**src/rtl/tssa_pkg.sv**
```systemverilog
// Shared types, constants and the arctangent table for the track segment scatter angle block.
// No dependencies; every other file of the block uses this package.
package tssa_pkg;

  localparam int COORD_WIDTH_DEF = 24;
  localparam int INDEX_WIDTH_DEF = 16;

  localparam int LEN_W = 26;
  localparam int SEG_W = 23;
  localparam int ANG_W = 17;
  localparam int PADDR_W = 3;
  localparam int PDATA_W = 32;

  localparam logic [LEN_W-1:0] LEN_MAX = '1;
  localparam logic [SEG_W-1:0] SEG_LEN_RESET = 23'd3584;
  localparam logic REG_SEG_LEN = 1'b0;

  // Vectoring unit datapath: dot and cross fit in 53 bits, growth needs two more.
  localparam int CORD_W = 56;
  localparam int Z_W = 27;
  localparam logic [4:0] CORDIC_LAST = 5'd22;
  localparam logic signed [CORD_W-1:0] SCALE_LIMIT = 56'sd549755813888;
  localparam logic signed [Z_W-1:0] HALF_PI_Z = 27'sd6433982;
  localparam logic signed [Z_W-1:0] ROUND_HALF = 27'sd128;
  localparam logic signed [Z_W-1:0] ANGLE_LIMIT = 27'sd50266;

  typedef enum logic [3:0] {
    S_IDLE, S_SQ, S_SQS, S_SQRT, S_ACC, S_PMUL, S_PDEC, S_CORD, S_OUT
  } seq_state_t;

  typedef enum logic [2:0] {
    C_IDLE, C_PRE, C_SCALE, C_ITER, C_FIN
  } cordic_state_t;

  typedef struct packed {
    logic busy;
    logic done;
  } unit_stat_t;

  // atan(2^-i) in units of 1/4096000 rad.
  function automatic logic signed [Z_W-1:0] atan_entry(input logic [4:0] i);
    logic signed [Z_W-1:0] v;
    case (i)
      5'd0:  v = 27'sd3216991;
      5'd1:  v = 27'sd1899101;
      5'd2:  v = 27'sd1003433;
      5'd3:  v = 27'sd509358;
      5'd4:  v = 27'sd255667;
      5'd5:  v = 27'sd127958;
      5'd6:  v = 27'sd63995;
      5'd7:  v = 27'sd31999;
      5'd8:  v = 27'sd16000;
      5'd9:  v = 27'sd8000;
      5'd10: v = 27'sd4000;
      5'd11: v = 27'sd2000;
      5'd12: v = 27'sd1000;
      5'd13: v = 27'sd500;
      5'd14: v = 27'sd250;
      5'd15: v = 27'sd125;
      5'd16: v = 27'sd62;
      5'd17: v = 27'sd31;
      5'd18: v = 27'sd16;
      5'd19: v = 27'sd8;
      5'd20: v = 27'sd4;
      5'd21: v = 27'sd2;
      5'd22: v = 27'sd1;
      default: v = '0;
    endcase
    return v;
  endfunction

endpackage

```
**src/rtl/tssa_sqrt.sv**
```systemverilog
// Bit-serial integer square root, one result bit per cycle, rounded to nearest.
// Depends on tssa_pkg for the unit status struct.
module tssa_sqrt #(
  parameter int RW = 26
) (
  input  logic                 clk,
  input  logic                 rst_n,
  input  logic                 start,
  input  logic [2*RW-1:0]      radicand,
  output tssa_pkg::unit_stat_t stat,
  output logic [RW:0]          root_out
);

  localparam int CW = $clog2(RW + 1);

  logic [2*RW-1:0] rad_r, rad_nxt;
  logic [RW+1:0]   rem_r, rem_nxt;
  logic [RW-1:0]   root_r, root_nxt;
  logic [CW-1:0]   cnt_r, cnt_nxt;
  logic            busy_r, busy_nxt;
  logic            done_r, done_nxt;
  logic [RW+1:0]   rem_sh;
  logic [RW+1:0]   trial;

  always_comb begin
    rad_nxt  = rad_r;
    rem_nxt  = rem_r;
    root_nxt = root_r;
    cnt_nxt  = cnt_r;
    busy_nxt = busy_r;
    done_nxt = 1'b0;
    rem_sh   = {rem_r[RW-1:0], rad_r[2*RW-1 -: 2]};
    trial    = {root_r, 2'b01};
    if (start) begin
      rad_nxt  = radicand;
      rem_nxt  = '0;
      root_nxt = '0;
      cnt_nxt  = '0;
      busy_nxt = 1'b1;
    end else if (busy_r) begin
      rad_nxt = rad_r << 2;
      if (rem_sh >= trial) begin
        rem_nxt  = rem_sh - trial;
        root_nxt = {root_r[RW-2:0], 1'b1};
      end else begin
        rem_nxt  = rem_sh;
        root_nxt = {root_r[RW-2:0], 1'b0};
      end
      if (cnt_r == CW'(RW - 1)) begin
        busy_nxt = 1'b0;
        done_nxt = 1'b1;
      end else begin
        cnt_nxt = cnt_r + 1'b1;
      end
    end
  end

  always_ff @(posedge clk) begin
    if (!rst_n) begin
      busy_r <= 1'b0;
      done_r <= 1'b0;
      cnt_r  <= '0;
    end else begin
      busy_r <= busy_nxt;
      done_r <= done_nxt;
      cnt_r  <= cnt_nxt;
    end
  end

  always_ff @(posedge clk) begin
    rad_r  <= rad_nxt;
    rem_r  <= rem_nxt;
    root_r <= root_nxt;
  end

  // The remainder is radicand minus root squared; above root means round up.
  assign root_out = {1'b0, root_r} + ((rem_r > {2'b00, root_r}) ? (RW+1)'(1) : (RW+1)'(0));
  assign stat.busy = busy_r;
  assign stat.done = done_r;

endmodule

```
**config.mk**
```make
export PLATFORM = sky130hd
export DESIGN_NAME = tssa_sqrt
export DESIGN_NICKNAME = d
export VERILOG_FILES = /design/src/rtl/tssa_pkg.sv /design/src/rtl/tssa_sqrt.sv
export SDC_FILE = /design/constraint.sdc
export NUM_CORES = 1
export LEC_CHECK = 0
export ABC_AREA = 1
export BUFFER_PORTS_ARGS = -buffer_cell sky130_fd_sc_hd__buf_2
export CORE_MARGIN = 2
export CORE_UTILIZATION = 50
export CTS_CLUSTER_DIAMETER = 80
export CTS_CLUSTER_SIZE = 25
export DETAILED_ROUTE_END_ITERATION = 10
export HOLD_SLACK_MARGIN = 0.06
export PLACE_DENSITY_LB_ADDON = 0.1
export SYNTH_ARGS = -nofsm -noshare
export SYNTH_HDL_FRONTEND = slang
export SYNTH_SLANG_ARGS = --single-unit
export TNS_END_PERCENT = 5
```
**constraint.sdc**
```tcl
create_clock -name clk -period 8.2 [get_ports clk]
set_input_delay 1.23 -clock clk [delete_from_list [all_inputs] [get_ports clk]]
set_output_delay 1.23 -clock clk [all_outputs]
set_load 0.1 [all_outputs]
```
==> impl_metrics.json <==
{
  "cts_max_level": 4,
  "maxSlewHeadroom_pct": 29.0,
  "status": "finished, final reports clean",
  "critical_path_class": "register to primary output",
  "grt_pass1_vias": 6256,
  "die_w_um": 124,
  "final-instance-count-excl-fill": 1289,
  "period_needed_ps": 5830,
  "vias": 6686,
  "start_kind": "register",
  "final_nets": 1185,
  "final_cell_area_mm2": 0.00829,
  "row_count": 43,
  "num_io_pins": 84,
  "hpwlAfterDp_mm": 14.1,
  "die-area_mm2": 0.0154,
  "yosysMostFrequentCell": "nand2_1",
  "filler_cell_count": 1385,
  "drv_cap": 0,
  "clk_pin_slew_ps": 60,
  "dr.pass1.iters": 6,
  "grt_max_degree": 62,
  "max_freq_mhz": 171,
  "setup-violations-final": 0,
  "cts_setup_buffers": 0,
  "syn-mean-instance-area_um2": 7.06,
  "cts_tree": "done",
  "fin_tns_setup_ps": 0,
  "holdBufCountCts": 0,
  "core-area_mm2": 0.0140,
  "end_kind": "primary output",
  "gp_congestion": 0.977,
  "wl_per_cell_um": 15.1,
  "ir_worst_vdd_uv": 332,
  "slew_viol_final": 0,
  "synth.top_cells.by_area": "edfxtp_1, nand2_1, dfxtp_1",
  "insertion_delay_ps": 420,
  "die_h_um": 124,
  "synthesis.nets": 1108,
  "hp-class": "register to register",
  "drc": 0,
  "clock_sinks": 113,
  "hold_violations": 0,
  "synth_top_cell_area_share_pct": 21.7,
  "regArea_mm2": 0.00278,
  "ys_ff_latch": 113,
  "path_max_fanout": 4,
  "synth.yosys.seq_area_share_pct": 38.7,
  "p_per_area_mw_per_mm2": 447,
  "layout-area-overhead-vs-synth_pct": 15.2,
  "placed_area_mm2": 0.00771,
  "ys_async_sr_fraction_pct": 0,
  "ys_top_cells_by_count": "nand2_1, inv_1, dfxtp_1",
  "cts-root-buf": "clkbuf_16",
  "portBuffers": 83,
  "hold_ws_ps": 450,
  "ys.warnings.count": 0,
  "antenna_left": 0,
  "cts-buffers-inserted": 17,
  "numPlacedInstances": 1257,
  "synth_cells": 1019,
  "worstPathArrival_ps": 4600,
  "synthesis.area_mm2": 0.00719,
  "viasPerCell": 5.19,
  "grtUsageTotal_pct": 26.8,
  "cts_max_path_buffers": 2,
  "post-route-period-util_pct": 71.2,
  "grt_pass1_wl_mm": 31.3,
  "drtIter0Drc": 573,
  "wl_mm": 19.5,
  "drive_gt1_share_pct": 13.3,
  "tightest_slew_ps": 1060,
  "worstPathRequired_ps": 6970,
  "initial_utilization_pct": 51.4,
  "cts_resized": 0,
  "rsz0062_at_grt": "false",
  "yosys_most_used_dff": "dfxtp_1",
  "diodes": 0,
  "multi_input_area_mm2": 0.00372,
  "synth_area_leader_cell": "edfxtp_1",
  "gr-total-overflow": 0,
  "power.leakage_nw": 4.29,
  "antenna_found_initial": 0,
  "synth_cell_types": 43,
  "synth-edff-count": 52,
  "fin_skew_ps": 10.6
}
## area by class of cell
cell class	count	area share, %
clock buffer	20	5.27
clock inverter	12	1.62
inverter	141	6.39
multi-input combinational	734	44.9
sequential	113	33.6
tap	180	2.72
timing repair buffer	89	5.56
## cells in the final DEF (no fill, tap or decap), drive strengths merged
master	count
nand2	389
inv	142
buf	89
nor2	66
dfxtp	61
nand3	61
edfxtp	52
a21oi	39
ha	34
xor2	30
o22ai	25
nand4	24
o21ai	24
clkbuf	20
nor3	12
clkinv	7
o21bai	6
xnor2	5
nand3b	4
nor4	4
and3	2
o211ai	2
bufinv	2
clkinvlp	2
or2	2
a31o	1
a21o	1
and2	1
a211oi	1
a21boi	1
## power by group
part / leakage, nW / internal [mW] / switching, mW / total, mW
logic: 2.98 / 0.658 / 1.59 / 2.24
clock network: 0.275 / 0.449 / 0.276 / 0.725
registers: 1.03 / 0.677 / 0.0539 / 0.731
## final timing paths
| check | from | end | slack [ps] | depth (start not counted) |
|---|---|---|---|---|
| max | root_r[6] | root_out[22] | 2370 | 25 |
| min | rem_r[26] | rem_r[26] | 450 | 2 |
| max reg2reg | root_r[12] | rem_r[22] | 5200 | 13 |
| min reg2reg | rem_r[26] | rem_r[26] | 450 | 2 |
## kinds of logic after synthesis
group	count (synthesis)	synth area share, %
simple gates	565	33.5
fa+ha+maj	34	5.92
compound gates	100	8.04
flops	113	38.7
buf+inv	172	9.59
xor+xnor	35	4.26
## registers in the layout, indices dropped and copies added, names as in the netlist
| signal | flops |
|---|---|
| busy_r | 1 |
| cnt_r | 5 |
| done_r | 1 |
| rad_r | 52 |
| rem_r | 28 |
| root_r | 26 |
## critical path, cell delays in order, from the launching register on
cell	delay, ps
dfxtp_1	380
inv_1	100
ha_1	360
nand2_1	110
nor2_1	160
inv_1	70
nor2_1	120
nand2_1	70
nand2_1	70
nand2_1	40
nand2_1	50
nand3_1	60
a21boi_0	380
ha_1	290
ha_1	200
nand3_1	150
nor2_2	150
nand3_1	140
inv_2	100
nand2_2	90
nor2_4	140
nand2_1	70
nor2_1	130
nand3_1	140
xor2_1	180
buf_2	450
## routing by layer
metal	wire (µm)	track usage, %	up-vias
li1	-	-	3423
met5	0	0	-
met1	9020	36.6	3030
met2	8950	42.9	206
met3	1190	6.00	27
met4	322	7.44	0
## per-stage QoR
step                setup WS (ps)  power [mW]  utilization [%]
global placement             2980        2.96             55.2
global route                 2020        4.02             59.2
CTS                          2390        3.68             59.2
floorplan                    2440        2.50                -
finish                       2370        3.70             59.2
detailed placement           2860        2.95             55.2
No activity file was read; power rests on OpenSTA's default activity.
